File: config.mk
export PLATFORM = sky130hd
export DESIGN_NAME = text_glyph_rect_generator_unit_flat
export DESIGN_NICKNAME = d
export VERILOG_FILES = /design/src/tgr_pkg.sv /design/src/tgr_if.sv /design/src/text_glyph_rect_generator_unit.sv /design/src/tgr_queue.sv /design/src/tgr_front.sv /design/src/tgr_back.sv /design/src/flat_wrapper.sv
export SDC_FILE = /design/constraint.sdc
export NUM_CORES = 1
export LEC_CHECK = 0
export BUFFER_PORTS_ARGS = -buffer_cell sky130_fd_sc_hd__buf_2
export CORE_MARGIN = 1.5
export CORE_UTILIZATION = 30
export DETAILED_ROUTE_END_ITERATION = 10
export GPL_TIMING_DRIVEN = 0
export HOLD_SLACK_MARGIN = 0.15
export PLACE_DENSITY_LB_ADDON = 0.12
export REMOVE_ABC_BUFFERS = 1
export SETUP_SLACK_MARGIN = 0.1
export SKIP_CTS_REPAIR_TIMING = 1
export SLEW_MARGIN = 20
export SYNTH_ARGS = -nofsm -noshare
export SYNTH_HDL_FRONTEND = slang
export SYNTH_HIERARCHICAL = 1
export SYNTH_SLANG_ARGS = --single-unit
File: constraint.sdc
create_clock -name clk_i -period 10.72 [get_ports clk_i]
set_clock_uncertainty 0.2 [all_clocks]
set_input_delay 0.536 -clock clk_i [delete_from_list [all_inputs] [get_ports clk_i]]
set_output_delay 0.536 -clock clk_i [all_outputs]
set_load 0.01 [all_outputs]
File: src/tgr_pkg.sv
// Shared types, constants and glyph tables of the text glyph rectangle generator.
package tgr_pkg;

  // Widths fixed by the register and field formats
  localparam int CFG_COORD_W  = 16;
  localparam int CFG_INDEX_W  = 3;
  localparam int CFG_DATA_W   = 16;
  localparam int COLOR_W      = 16;
  localparam int SCALE_REG_W  = 8;
  localparam int CHAR_W       = 8;
  localparam int SIZE_W       = 4;

  // Font geometry
  localparam int GLYPH_ROWS   = 7;
  localparam int GLYPH_COLS   = 5;
  localparam int GLYPH_PIX    = GLYPH_ROWS * GLYPH_COLS;
  localparam int GLYPH_IDX_W  = 6;
  localparam int ROW_W        = 3;
  localparam int PIX_POS_W    = 6;

  // Layout constants
  localparam int CHAR_ADVANCE  = 7;
  localparam int LINE_DROP     = 9;
  localparam int ORIGIN_OFFSET = 2;

  // Reset values of the registers
  localparam logic [CFG_COORD_W-1:0] RST_START_X = 16'd0;
  localparam logic [CFG_COORD_W-1:0] RST_START_Y = 16'd0;
  localparam logic [COLOR_W-1:0]     RST_COLOR   = 16'hFFFF;
  localparam logic [SCALE_REG_W-1:0] RST_SCALE   = 8'd1;
  localparam logic [CFG_COORD_W-1:0] RST_WRAP    = 16'd316;

  // Command queue between front and back
  localparam int QUEUE_DEPTH = 2;

  // Register indexes
  localparam logic [CFG_INDEX_W-1:0] REG_START_X     = 3'd0;
  localparam logic [CFG_INDEX_W-1:0] REG_START_Y     = 3'd1;
  localparam logic [CFG_INDEX_W-1:0] REG_PIXEL_COLOR = 3'd2;
  localparam logic [CFG_INDEX_W-1:0] REG_SCALE       = 3'd3;
  localparam logic [CFG_INDEX_W-1:0] REG_WRAP_LIMIT  = 3'd4;

  typedef struct packed {
    logic [CFG_COORD_W-1:0] start_x;
    logic [CFG_COORD_W-1:0] start_y;
    logic [COLOR_W-1:0]     pixel_color;
    logic [SCALE_REG_W-1:0] scale_setting;
    logic [CFG_COORD_W-1:0] wrap_limit;
  } cfg_t;

  typedef struct packed {
    logic                   known;
    logic [GLYPH_IDX_W-1:0] idx;
  } glyph_sel_t;

  typedef enum logic {
    BK_IDLE,
    BK_EMIT
  } back_state_e;

  // Digits 0..9, letters 10..35, period 36
  function automatic glyph_sel_t glyph_lookup(input logic [CHAR_W-1:0] code);
    glyph_sel_t sel;
    sel.known = 1'b0;
    sel.idx   = '0;
    if (code >= 8'd48 && code <= 8'd57) begin
      sel.known = 1'b1;
      sel.idx   = GLYPH_IDX_W'(code - 8'd48);
    end else if (code >= 8'd65 && code <= 8'd90) begin
      sel.known = 1'b1;
      sel.idx   = GLYPH_IDX_W'(code - 8'd55);
    end else if (code == 8'd46) begin
      sel.known = 1'b1;
      sel.idx   = 6'd36;
    end
    return sel;
  endfunction

  // Bit row*5+col of the mask is the pixel at that row and column
  function automatic logic [GLYPH_PIX-1:0] pack_rows(
    input logic [7:0] r0, input logic [7:0] r1, input logic [7:0] r2,
    input logic [7:0] r3, input logic [7:0] r4, input logic [7:0] r5,
    input logic [7:0] r6);
    return {r6[4:0], r5[4:0], r4[4:0], r3[4:0], r2[4:0], r1[4:0], r0[4:0]};
  endfunction

  function automatic logic [GLYPH_PIX-1:0] glyph_mask(input logic [GLYPH_IDX_W-1:0] idx);
    logic [GLYPH_PIX-1:0] m;
    unique case (idx)
      6'd0:  m = pack_rows(8'h0E, 8'h11, 8'h13, 8'h15, 8'h19, 8'h11, 8'h0E);
      6'd1:  m = pack_rows(8'h1F, 8'h04, 8'h04, 8'h04, 8'h04, 8'h06, 8'h04);
      6'd2:  m = pack_rows(8'h1F, 8'h11, 8'h02, 8'h0C, 8'h10, 8'h11, 8'h0E);
      6'd3:  m = pack_rows(8'h0E, 8'h11, 8'h10, 8'h0C, 8'h10, 8'h11, 8'h0E);
      6'd4:  m = pack_rows(8'h10, 8'h10, 8'h1F, 8'h11, 8'h12, 8'h14, 8'h18);
      6'd5:  m = pack_rows(8'h0E, 8'h11, 8'h10, 8'h10, 8'h0F, 8'h01, 8'h1F);
      6'd6:  m = pack_rows(8'h0E, 8'h11, 8'h11, 8'h0F, 8'h01, 8'h02, 8'h0C);
      6'd7:  m = pack_rows(8'h04, 8'h04, 8'h04, 8'h08, 8'h10, 8'h11, 8'h1F);
      6'd8:  m = pack_rows(8'h0E, 8'h11, 8'h11, 8'h0E, 8'h11, 8'h11, 8'h0E);
      6'd9:  m = pack_rows(8'h06, 8'h08, 8'h10, 8'h1E, 8'h11, 8'h11, 8'h0E);
      6'd10: m = pack_rows(8'h11, 8'h11, 8'h11, 8'h11, 8'h1F, 8'h11, 8'h0E);
      6'd11: m = pack_rows(8'h0F, 8'h11, 8'h11, 8'h11, 8'h0F, 8'h11, 8'h0F);
      6'd12: m = pack_rows(8'h0E, 8'h11, 8'h01, 8'h01, 8'h01, 8'h11, 8'h0E);
      6'd13: m = pack_rows(8'h0F, 8'h11, 8'h11, 8'h11, 8'h11, 8'h11, 8'h0F);
      6'd14: m = pack_rows(8'h1F, 8'h01, 8'h01, 8'h0F, 8'h01, 8'h01, 8'h1F);
      6'd15: m = pack_rows(8'h01, 8'h01, 8'h01, 8'h01, 8'h07, 8'h01, 8'h1F);
      6'd16: m = pack_rows(8'h0E, 8'h11, 8'h11, 8'h11, 8'h19, 8'h01, 8'h1E);
      6'd17: m = pack_rows(8'h11, 8'h11, 8'h11, 8'h11, 8'h1F, 8'h11, 8'h11);
      6'd18: m = pack_rows(8'h0E, 8'h04, 8'h04, 8'h04, 8'h04, 8'h04, 8'h0E);
      6'd19: m = pack_rows(8'h0E, 8'h11, 8'h10, 8'h10, 8'h10, 8'h10, 8'h10);
      6'd20: m = pack_rows(8'h11, 8'h11, 8'h11, 8'h09, 8'h07, 8'h09, 8'h11);
      6'd21: m = pack_rows(8'h1F, 8'h01, 8'h01, 8'h01, 8'h01, 8'h01, 8'h01);
      6'd22: m = pack_rows(8'h11, 8'h11, 8'h11, 8'h11, 8'h15, 8'h1B, 8'h11);
      6'd23: m = pack_rows(8'h11, 8'h11, 8'h11, 8'h19, 8'h15, 8'h13, 8'h11);
      6'd24: m = pack_rows(8'h0E, 8'h11, 8'h11, 8'h11, 8'h11, 8'h11, 8'h0E);
      6'd25: m = pack_rows(8'h01, 8'h01, 8'h01, 8'h01, 8'h0F, 8'h11, 8'h0F);
      6'd26: m = pack_rows(8'h16, 8'h09, 8'h11, 8'h11, 8'h11, 8'h11, 8'h0E);
      6'd27: m = pack_rows(8'h11, 8'h11, 8'h11, 8'h11, 8'h0F, 8'h11, 8'h0F);
      6'd28: m = pack_rows(8'h0E, 8'h11, 8'h10, 8'h10, 8'h0E, 8'h01, 8'h1E);
      6'd29: m = pack_rows(8'h04, 8'h04, 8'h04, 8'h04, 8'h04, 8'h04, 8'h1F);
      6'd30: m = pack_rows(8'h0E, 8'h11, 8'h11, 8'h11, 8'h11, 8'h11, 8'h11);
      6'd31: m = pack_rows(8'h04, 8'h0A, 8'h0A, 8'h11, 8'h11, 8'h11, 8'h11);
      6'd32: m = pack_rows(8'h11, 8'h1B, 8'h15, 8'h11, 8'h11, 8'h11, 8'h11);
      6'd33: m = pack_rows(8'h11, 8'h11, 8'h11, 8'h0A, 8'h04, 8'h0A, 8'h11);
      6'd34: m = pack_rows(8'h04, 8'h04, 8'h04, 8'h04, 8'h04, 8'h0A, 8'h11);
      6'd35: m = pack_rows(8'h1F, 8'h01, 8'h02, 8'h04, 8'h08, 8'h10, 8'h1F);
      6'd36: m = pack_rows(8'h04, 8'h00, 8'h00, 8'h00, 8'h00, 8'h00, 8'h00);
      default: m = '0;
    endcase
    return m;
  endfunction

endpackage

File: src/tgr_if.sv
// Handshake channel interfaces: character input, fill command output, register writes.
interface tgr_in_if;
  logic       valid;
  logic       ready;
  logic [7:0] char_code;
  logic       new_string;

  modport source (output valid, output char_code, output new_string, input ready);
  modport sink   (input valid, input char_code, input new_string, output ready);
endinterface

interface tgr_out_if;
  logic               valid;
  logic               ready;
  logic signed [15:0] rect_x;
  logic signed [15:0] rect_y;
  logic        [3:0]  rect_size;
  logic        [15:0] rect_color;
  logic               last_rect;

  modport source (output valid, output rect_x, output rect_y, output rect_size,
                  output rect_color, output last_rect, input ready);
  modport sink   (input valid, input rect_x, input rect_y, input rect_size,
                  input rect_color, input last_rect, output ready);
endinterface

interface tgr_cfg_if;
  logic        valid;
  logic        ready;
  logic [2:0]  index;
  logic [15:0] data;

  modport source (output valid, output index, output data, input ready);
  modport sink   (input valid, input index, input data, output ready);
endinterface

File: src/text_glyph_rect_generator_unit.sv
// A glyph's command passes the command queue, the back part's glyph registers and the
// output register. The pixel walker takes one glyph at a time, only when idle, and issues
// one square per cycle unless the output stalls. Blank and unknown codes are not queued.
// The front takes a character each cycle while the 2-entry command queue has room.
// Reset: registers to their defaults, cursor to zero, queue and output empty.
module text_glyph_rect_generator_unit #(
  parameter int COORD_BITS = 16,
  parameter int MAX_SCALE  = 8
) (
  input  logic       clk_i,
  input  logic       rst_ni,
  tgr_in_if.sink     in_i,
  tgr_out_if.source  out_o,
  tgr_cfg_if.sink    cfg_i
);
  import tgr_pkg::*;

  localparam int SW      = $clog2(MAX_SCALE + 1);
  localparam int ENTRY_W = GLYPH_IDX_W + 2*COORD_BITS + SW + COLOR_W;

  cfg_t               cfg_q;
  logic               push_valid, push_ready, pop_valid, pop_ready;
  logic [ENTRY_W-1:0] push_data, pop_data;

  assign cfg_i.ready = 1'b1;

  always_ff @(posedge clk_i or negedge rst_ni) begin
    if (!rst_ni) begin
      cfg_q.start_x       <= RST_START_X;
      cfg_q.start_y       <= RST_START_Y;
      cfg_q.pixel_color   <= RST_COLOR;
      cfg_q.scale_setting <= RST_SCALE;
      cfg_q.wrap_limit    <= RST_WRAP;
    end else if (cfg_i.valid) begin
      unique case (cfg_i.index)
        REG_START_X:     cfg_q.start_x       <= cfg_i.data;
        REG_START_Y:     cfg_q.start_y       <= cfg_i.data;
        REG_PIXEL_COLOR: cfg_q.pixel_color   <= cfg_i.data;
        REG_SCALE:       cfg_q.scale_setting <= cfg_i.data[SCALE_REG_W-1:0];
        REG_WRAP_LIMIT:  cfg_q.wrap_limit    <= cfg_i.data;
        default: ;
      endcase
    end
  end

  tgr_front #(
    .COORD_BITS (COORD_BITS),
    .MAX_SCALE  (MAX_SCALE)
  ) u_front (
    .clk_i        (clk_i),
    .rst_ni       (rst_ni),
    .in_i         (in_i),
    .cfg_i        (cfg_q),
    .push_valid_o (push_valid),
    .push_ready_i (push_ready),
    .push_data_o  (push_data)
  );

  tgr_queue #(
    .WIDTH (ENTRY_W)
  ) u_queue (
    .clk_i        (clk_i),
    .rst_ni       (rst_ni),
    .push_valid_i (push_valid),
    .push_ready_o (push_ready),
    .push_data_i  (push_data),
    .pop_valid_o  (pop_valid),
    .pop_ready_i  (pop_ready),
    .pop_data_o   (pop_data)
  );

  tgr_back #(
    .COORD_BITS (COORD_BITS),
    .MAX_SCALE  (MAX_SCALE)
  ) u_back (
    .clk_i       (clk_i),
    .rst_ni      (rst_ni),
    .pop_valid_i (pop_valid),
    .pop_ready_o (pop_ready),
    .pop_data_i  (pop_data),
    .out_o       (out_o)
  );

endmodule

File: src/tgr_queue.sv
// Short command queue between the front and back parts.
module tgr_queue #(
  parameter int WIDTH = 8
) (
  input  logic             clk_i,
  input  logic             rst_ni,
  input  logic             push_valid_i,
  output logic             push_ready_o,
  input  logic [WIDTH-1:0] push_data_i,
  output logic             pop_valid_o,
  input  logic             pop_ready_i,
  output logic [WIDTH-1:0] pop_data_o
);
  import tgr_pkg::*;

  localparam int PTR_W = (QUEUE_DEPTH > 1) ? $clog2(QUEUE_DEPTH) : 1;
  localparam int CNT_W = $clog2(QUEUE_DEPTH + 1);

  logic [WIDTH-1:0] entries_q [QUEUE_DEPTH];
  logic [PTR_W-1:0] wr_ptr_q, wr_ptr_d, rd_ptr_q, rd_ptr_d;
  logic [CNT_W-1:0] count_q, count_d;
  logic             do_push, do_pop;

  assign push_ready_o = (count_q != CNT_W'(QUEUE_DEPTH));
  assign pop_valid_o  = (count_q != '0);
  assign do_push      = push_valid_i && push_ready_o;
  assign do_pop       = pop_valid_o && pop_ready_i;
  assign pop_data_o   = entries_q[rd_ptr_q];

  always_comb begin
    wr_ptr_d = wr_ptr_q;
    rd_ptr_d = rd_ptr_q;
    count_d  = count_q;
    if (do_push) begin
      wr_ptr_d = (wr_ptr_q == PTR_W'(QUEUE_DEPTH - 1)) ? '0 : wr_ptr_q + 1'b1;
    end
    if (do_pop) begin
      rd_ptr_d = (rd_ptr_q == PTR_W'(QUEUE_DEPTH - 1)) ? '0 : rd_ptr_q + 1'b1;
    end
    if (do_push && !do_pop) begin
      count_d = count_q + 1'b1;
    end else if (do_pop && !do_push) begin
      count_d = count_q - 1'b1;
    end
  end

  always_ff @(posedge clk_i or negedge rst_ni) begin
    if (!rst_ni) begin
      wr_ptr_q <= '0;
      rd_ptr_q <= '0;
      count_q  <= '0;
    end else begin
      wr_ptr_q <= wr_ptr_d;
      rd_ptr_q <= rd_ptr_d;
      count_q  <= count_d;
    end
  end

  always_ff @(posedge clk_i) begin
    if (do_push) begin
      entries_q[wr_ptr_q] <= push_data_i;
    end
  end

endmodule

File: src/tgr_front.sv
// Front part: takes characters, keeps the cursor and queues glyph draw commands.
module tgr_front #(
  parameter int COORD_BITS = 16,
  parameter int MAX_SCALE  = 8
) (
  input  logic                clk_i,
  input  logic                rst_ni,
  tgr_in_if.sink              in_i,
  input  tgr_pkg::cfg_t       cfg_i,
  output logic                push_valid_o,
  input  logic                push_ready_i,
  output logic [tgr_pkg::GLYPH_IDX_W + 2*COORD_BITS + $clog2(MAX_SCALE+1)
                + tgr_pkg::COLOR_W - 1:0] push_data_o
);
  import tgr_pkg::*;

  localparam int SW   = $clog2(MAX_SCALE + 1);
  localparam int WIDE = (COORD_BITS > CFG_COORD_W) ? COORD_BITS : CFG_COORD_W;

  logic [COORD_BITS-1:0] cursor_x_q, cursor_x_d, cursor_y_q, cursor_y_d;
  logic [COORD_BITS-1:0] start_x_c, start_y_c, cur_x, cur_y, two_s, adv_x;
  logic [COORD_BITS-1:0] base_x, base_y;
  logic signed [WIDE-1:0] sx_w, sy_w, adv_w, wrap_w;
  logic [SW-1:0]          scale;
  logic                   accept;
  glyph_sel_t             sel;

  assign in_i.ready = push_ready_i;
  assign accept     = in_i.valid && push_ready_i;

  always_comb begin
    if (cfg_i.scale_setting >= 8'd1 && cfg_i.scale_setting <= SCALE_REG_W'(MAX_SCALE)) begin
      scale = cfg_i.scale_setting[SW-1:0];
    end else begin
      scale = SW'(1);
    end
  end

  // 16-bit registers sign-extended (or cut) to the coordinate width
  assign sx_w      = WIDE'(signed'(cfg_i.start_x));
  assign sy_w      = WIDE'(signed'(cfg_i.start_y));
  assign start_x_c = sx_w[COORD_BITS-1:0];
  assign start_y_c = sy_w[COORD_BITS-1:0];

  assign cur_x  = in_i.new_string ? start_x_c : cursor_x_q;
  assign cur_y  = in_i.new_string ? start_y_c : cursor_y_q;
  assign two_s  = COORD_BITS'(scale) * COORD_BITS'(ORIGIN_OFFSET);
  assign base_x = cur_x - two_s;
  assign base_y = cur_y - two_s;
  assign adv_x  = cur_x + COORD_BITS'(scale) * COORD_BITS'(CHAR_ADVANCE);
  assign adv_w  = WIDE'(signed'(adv_x));
  assign wrap_w = WIDE'(signed'(cfg_i.wrap_limit));

  always_comb begin
    cursor_x_d = cursor_x_q;
    cursor_y_d = cursor_y_q;
    if (accept) begin
      if (adv_w > wrap_w) begin
        cursor_x_d = start_x_c;
        cursor_y_d = cur_y - COORD_BITS'(LINE_DROP);
      end else begin
        cursor_x_d = adv_x;
        cursor_y_d = cur_y;
      end
    end
  end

  always_ff @(posedge clk_i or negedge rst_ni) begin
    if (!rst_ni) begin
      cursor_x_q <= '0;
      cursor_y_q <= '0;
    end else begin
      cursor_x_q <= cursor_x_d;
      cursor_y_q <= cursor_y_d;
    end
  end

  // Blank and unknown codes only move the cursor
  assign sel          = glyph_lookup(in_i.char_code);
  assign push_valid_o = accept && sel.known;
  assign push_data_o  = {sel.idx, base_x, base_y, scale, cfg_i.pixel_color};

endmodule

File: src/tgr_back.sv
// Back part: walks a queued glyph's lit pixels; one fill command per cycle unless stalled.
module tgr_back #(
  parameter int COORD_BITS = 16,
  parameter int MAX_SCALE  = 8
) (
  input  logic          clk_i,
  input  logic          rst_ni,
  input  logic          pop_valid_i,
  output logic          pop_ready_o,
  input  logic [tgr_pkg::GLYPH_IDX_W + 2*COORD_BITS + $clog2(MAX_SCALE+1)
                + tgr_pkg::COLOR_W - 1:0] pop_data_i,
  tgr_out_if.source     out_o
);
  import tgr_pkg::*;

  localparam int SW   = $clog2(MAX_SCALE + 1);
  localparam int PW   = SW + ROW_W;
  localparam int WIDE = (COORD_BITS > CFG_COORD_W) ? COORD_BITS : CFG_COORD_W;

  back_state_e state_q, state_d;

  logic [GLYPH_IDX_W-1:0] in_idx;
  logic [COORD_BITS-1:0]  in_bx, in_by;
  logic [SW-1:0]          in_scale;
  logic [COLOR_W-1:0]     in_color;

  logic [GLYPH_PIX-1:0]   mask_q, mask_clr;
  logic [COORD_BITS-1:0]  base_x_q, base_y_q, px, py;
  logic [SW-1:0]          scale_q;
  logic [COLOR_W-1:0]     color_q;

  logic [ROW_W-1:0]       row, col;
  logic [PIX_POS_W-1:0]   pos;
  logic [PW-1:0]          off_x, off_y;
  logic [WIDE-1:0]        px_w, py_w;
  logic [7:0]             scale8;
  logic                   slot_free, load, emit, last;

  logic                   out_valid_q;
  logic [15:0]            rect_x_q, rect_y_q;
  logic [SIZE_W-1:0]      rect_size_q;
  logic [COLOR_W-1:0]     rect_color_q;
  logic                   last_rect_q;

  assign {in_idx, in_bx, in_by, in_scale, in_color} = pop_data_i;

  // Lowest lit pixel left: row 0 first, columns ascending
  always_comb begin
    row = '0;
    col = '0;
    pos = '0;
    for (int r = GLYPH_ROWS - 1; r >= 0; r--) begin
      for (int c = GLYPH_COLS - 1; c >= 0; c--) begin
        if (mask_q[r*GLYPH_COLS + c]) begin
          row = ROW_W'(r);
          col = ROW_W'(c);
          pos = PIX_POS_W'(r*GLYPH_COLS + c);
        end
      end
    end
  end

  assign mask_clr  = mask_q & ~(GLYPH_PIX'(1) << pos);
  assign last      = (mask_clr == '0);
  assign slot_free = !out_valid_q || out_o.ready;

  always_comb begin
    state_d = state_q;
    unique case (state_q)
      BK_IDLE: if (pop_valid_i) state_d = BK_EMIT;
      BK_EMIT: if (slot_free && last) state_d = BK_IDLE;
      default: state_d = BK_IDLE;
    endcase
  end

  always_comb begin
    pop_ready_o = (state_q == BK_IDLE);
    load        = pop_valid_i && (state_q == BK_IDLE);
    emit        = (state_q == BK_EMIT) && slot_free;
  end

  always_ff @(posedge clk_i or negedge rst_ni) begin
    if (!rst_ni) begin
      state_q <= BK_IDLE;
    end else begin
      state_q <= state_d;
    end
  end

  always_ff @(posedge clk_i) begin
    if (load) begin
      mask_q   <= glyph_mask(in_idx);
      base_x_q <= in_bx;
      base_y_q <= in_by;
      scale_q  <= in_scale;
      color_q  <= in_color;
    end else if (emit) begin
      mask_q   <= mask_clr;
    end
  end

  assign off_x  = PW'(col) * PW'(scale_q);
  assign off_y  = PW'(row) * PW'(scale_q);
  assign px     = base_x_q + COORD_BITS'(off_x);
  assign py     = base_y_q + COORD_BITS'(off_y);
  assign px_w   = WIDE'(px);
  assign py_w   = WIDE'(py);
  assign scale8 = 8'(scale_q);

  always_ff @(posedge clk_i or negedge rst_ni) begin
    if (!rst_ni) begin
      out_valid_q <= 1'b0;
    end else if (emit) begin
      out_valid_q <= 1'b1;
    end else if (out_o.ready) begin
      out_valid_q <= 1'b0;
    end
  end

  always_ff @(posedge clk_i) begin
    if (emit) begin
      rect_x_q     <= px_w[15:0];
      rect_y_q     <= py_w[15:0];
      rect_size_q  <= scale8[SIZE_W-1:0];
      rect_color_q <= color_q;
      last_rect_q  <= last;
    end
  end

  assign out_o.valid      = out_valid_q;
  assign out_o.rect_x     = rect_x_q;
  assign out_o.rect_y     = rect_y_q;
  assign out_o.rect_size  = rect_size_q;
  assign out_o.rect_color = rect_color_q;
  assign out_o.last_rect  = last_rect_q;

endmodule

File: src/flat_wrapper.sv
// flat-port wrapper written by rule: the top's interface ports become plain ports
module text_glyph_rect_generator_unit_flat import tgr_pkg::*;
#(
  parameter int COORD_BITS = 16,
  parameter int MAX_SCALE  = 8
)
  (clk_i, rst_ni, in_i_valid, in_i_char_code, in_i_new_string, in_i_ready, out_o_valid, out_o_rect_x, out_o_rect_y, out_o_rect_size, out_o_rect_color, out_o_last_rect, out_o_ready, cfg_i_valid, cfg_i_index, cfg_i_data, cfg_i_ready);
  tgr_in_if in_i_i ();
  tgr_out_if out_o_i ();
  tgr_cfg_if cfg_i_i ();
  input  logic clk_i;
  input  logic rst_ni;
  input wire logic [$bits(in_i_i.valid)-1:0] in_i_valid;
  input wire logic [$bits(in_i_i.char_code)-1:0] in_i_char_code;
  input wire logic [$bits(in_i_i.new_string)-1:0] in_i_new_string;
  output wire logic [$bits(in_i_i.ready)-1:0] in_i_ready;
  output wire logic [$bits(out_o_i.valid)-1:0] out_o_valid;
  output wire logic [$bits(out_o_i.rect_x)-1:0] out_o_rect_x;
  output wire logic [$bits(out_o_i.rect_y)-1:0] out_o_rect_y;
  output wire logic [$bits(out_o_i.rect_size)-1:0] out_o_rect_size;
  output wire logic [$bits(out_o_i.rect_color)-1:0] out_o_rect_color;
  output wire logic [$bits(out_o_i.last_rect)-1:0] out_o_last_rect;
  input wire logic [$bits(out_o_i.ready)-1:0] out_o_ready;
  input wire logic [$bits(cfg_i_i.valid)-1:0] cfg_i_valid;
  input wire logic [$bits(cfg_i_i.index)-1:0] cfg_i_index;
  input wire logic [$bits(cfg_i_i.data)-1:0] cfg_i_data;
  output wire logic [$bits(cfg_i_i.ready)-1:0] cfg_i_ready;
  assign in_i_i.valid = in_i_valid;
  assign in_i_i.char_code = in_i_char_code;
  assign in_i_i.new_string = in_i_new_string;
  assign in_i_ready = in_i_i.ready;
  assign out_o_valid = out_o_i.valid;
  assign out_o_rect_x = out_o_i.rect_x;
  assign out_o_rect_y = out_o_i.rect_y;
  assign out_o_rect_size = out_o_i.rect_size;
  assign out_o_rect_color = out_o_i.rect_color;
  assign out_o_last_rect = out_o_i.last_rect;
  assign out_o_i.ready = out_o_ready;
  assign cfg_i_i.valid = cfg_i_valid;
  assign cfg_i_i.index = cfg_i_index;
  assign cfg_i_i.data = cfg_i_data;
  assign cfg_i_ready = cfg_i_i.ready;
  text_glyph_rect_generator_unit #(.COORD_BITS(COORD_BITS), .MAX_SCALE(MAX_SCALE)) u_core (.clk_i(clk_i), .rst_ni(rst_ni), .in_i(in_i_i), .out_o(out_o_i), .cfg_i(cfg_i_i));
endmodule
==> results.ini <==
[layout]
num-fill-cells = 6864
multi_input_area_mm2 = 0.00935
final_util = 0.348
layout_common_cells = edfxtp_1 (256), nand2_1 (149), o21ai_0 (111)
layout-drive-gt1-share = 0.182
area_growth_pct = 15.0
seqCellArea_mm2 = 0.0105
nNetsFinal = 2015
finish.instance_area_mm2 = 0.0238
final_common_cell = edfxtp_1

[flow_run]
drv_cap = 0

[floorplanning]
initial_core_util = 0.303
io_pins = 89
die-area_mm2 = 0.0706
die_w_um = 266
core.rowCount = 96
fp.coreArea_mm2 = 0.0685
die_h_um = 266

[timing]
maxClockFrequency_mhz = 136
setup-tns-final_ns = 0
rsz0062_at_grt = no
setup_violations = 0
worstMarginPinSlew_ns = 0.944
maxSlewHeadroom = 0.365
period_share = 0.688
drv_slew = 0
fin_ws_ns = 3.35
hold_viol = 0
finalCriticalPeriod_ns = 7.37

[worst_setup_path]
crit_path_end_kind = flop
worstPathMaxFanout = 13
arrival_ns = 7.67
reg2reg_depth = 23
startpoint_type = flop
crit_required_ns = 11.01
rr_startpoint = u_core/cfg_q[20]$_DFFE_PN0P_
crit_type = flop to flop
reg2reg_to = u_core/u_front/cursor_x_q[10]$_DFFE_PN0P_
reg2reg_slack_ns = 3.35

[power_and_ir_drop]
total_power_uw = 4750
p_per_area_mw_per_mm2 = 199
cellLeakagePower_uw = 0.00890
max-vdd-ir-drop_mv = 0.120

[synth]
yosysUniqueCellTypes = 91
syn_inst = 1824
synthArstFlopShare = 0.301
yosysSeqAreaShare = 0.505
synth.avg_cell_area_um2 = 11.4
syn_area_mm2 = 0.0207
ys_ff_latch = 366
synthFlopType = edfxtp_1
yosysWarnings = 6
synth-edff-count = 256

[route]
drc_errors = 0
num_vias = 14364
wl_um = 56000
drtIter0Drc = 1018
wire_per_inst_um = 19.9
avgViaCountPerCell = 5.11
drt_pass1_iterations = 5
antenna_left = 0

[global_routing]
grt_pass1_vias = 14216
grt_max_degree = 65
antenna_found_initial = 3
grt_pass1_wl_um = 86700
grtUsageTotal = 0.159
overflow = 0

[min_path]
whs_endpoint = u_core/u_back/out_o.valid$_DFFE_PN0P_
hp-class = input pin to flop
worstHoldPathCells = 3
min_from = out_o_ready

[cts]
cts_num_sinks = 366
clkLatencyLatePin_ns = 0.57
clkTransAtPathRegs_ns = 0.06
clock_path_buffers = 3
cts_tree = done
h-tree-depth = 2
root_buffer = clkbuf_16
numCtsBuffers = 46

[placed_design]
routabilityCongestion = 0.857
pre_cts_ws_ns = 3.34
port_buffers = 87
dp_hpwl_um = 40400
placed_area_mm2 = 0.0221

[outcome]
status = complete, no violations

## worst max-delay path by stage
stage | start | end | slack, ns | cells past startpoint
after floorplan | u_core/cfg_q[20]$_DFFE_PN0P_ | u_core/u_front/cursor_y_q[1]$_DFFE_PN0P_ | 4.39 | 22
after global placement | in_i_new_string | u_core/u_front/cursor_y_q[1]$_DFFE_PN0P_ | 1.94 | 18
after detailed placement | u_core/cfg_q[20]$_DFFE_PN0P_ | u_core/u_front/cursor_x_q[10]$_DFFE_PN0P_ | 3.34 | 23
after CTS | u_core/cfg_q[20]$_DFFE_PN0P_ | u_core/u_front/cursor_x_q[10]$_DFFE_PN0P_ | 3.31 | 23
after global routing | u_core/cfg_q[20]$_DFFE_PN0P_ | u_core/u_front/cursor_x_q[7]$_DFFE_PN0P_ | 2.96 | 23
final | u_core/cfg_q[20]$_DFFE_PN0P_ | u_core/u_front/cursor_x_q[10]$_DFFE_PN0P_ | 3.35 | 23
## metal layers
metal | global-route usage | wire (µm) | part of all wire | vias up
met3 | 0.0260 | 2790 | 0.050 | 80
met2 | 0.243 | 24700 | 0.44 | 330
met5 | 0 | 0 | 0 | -
met4 | 0.0502 | 1380 | 0.025 | 0
met1 | 0.229 | 27200 | 0.48 | 7102
li1 | - | - | - | 6852
## kinds of logic after synthesis
kind of cell,after synthesis,synth area share
compound gates,382,0.122
xor+xnor,90,0.0381
fa+ha+maj,94,0.0633
buf+inv,207,0.0469
flops,366,0.505
mux,183,0.101
other cells,1,0.000181
simple gates,501,0.123
## where the power goes
group	switching [µW]	internal [µW]	leakage [µW]
clock network	602	1020	0.000774
logic	740	498	0.00446
registers	140	1740	0.00366
## critical path, stage by stage (launching register included)
cell and delay (ns):
dfrtp_1 0.39, or4_1 0.61, nor2_1 0.22, nand2_1 0.18
inv_1 0.19, ha_1 0.18, a21oi_1 0.06, fa_1 0.52
inv_1 0.04, ha_1 0.34, nor2b_1 0.17, o31a_1 0.27
o311ai_0 0.76, nor3_1 0.15, xnor2_1 0.36, ha_1 0.46
nand4_4 0.20, nor2_1 0.08, a221oi_1 0.53, a31oi_1 0.31
nor2_4 0.45, buf_16 0.22, mux2_4 0.31, nand4_1 0.08
## synthesized netlist by cell type, types with 11 or more instances
cell      instances  area (µm²)
a21oi_1          79         395
a31oi_1          13        81.3
and2_1           21         131
buf_2            15        75.1
buf_4            20         150
buf_6            12         135
clkbuf_1         47         176
dfrtp_1          88        2200
dfstp_2          22         578
edfxtp_1        256        7690
fa_1             18         360
ha_1             76         951
inv_1           106         398
mux2_1           30         338
mux2_2           96        1080
mux2_4           11         165
mux2i_1          42         420
nand2_1         152         571
nand2b_1         14        87.6
nand3_1          37         185
nand4_1          16         100
nor2_1          110         413
nor2b_1          18         113
nor3_1           46         230
nor4_1           18         113
o211ai_1         33         248
o21a_1           13        97.6
o21ai_0         112         561
o31ai_1          17         128
xnor2_1          60         526
xor2_1           30         263
## cell type report
cell class,instances,area share
flip-flops and latches,366,0.439
multi-input cells,1251,0.392
clock buffers,56,0.0512
well taps,882,0.0463
repair buffers,117,0.0374
inverters,106,0.0169
clock inverters,29,0.0158
diodes,4,0.000420
## flip-flops by register name (all words and copies together) (netlist names), 4 cells and up
register                        cells
u_core/cfg_q                       72
u_core/u_back/base_x_q             16
u_core/u_back/base_y_q             16
u_core/u_back/color_q              16
u_core/u_back/mask_q               35
u_core/u_back/out_o.rect_color     16
u_core/u_back/out_o.rect_size       4
u_core/u_back/out_o.rect_x         16
u_core/u_back/out_o.rect_y         16
u_core/u_back/scale_q               4
u_core/u_front/cursor_x_q          16
u_core/u_front/cursor_y_q          16
u_core/u_queue/entries_q          116
## through the flow
step / hold WS (ns) / instances
finish: 0.150 / 2811
global route: 0.176 / 2809
CTS: -0.297 / 2792
detailed placement: 0.206 / 2707
global placement: 0.206 / 2692
floorplan: 0.0404 / 1723
(Power assumes the default switching activity.)
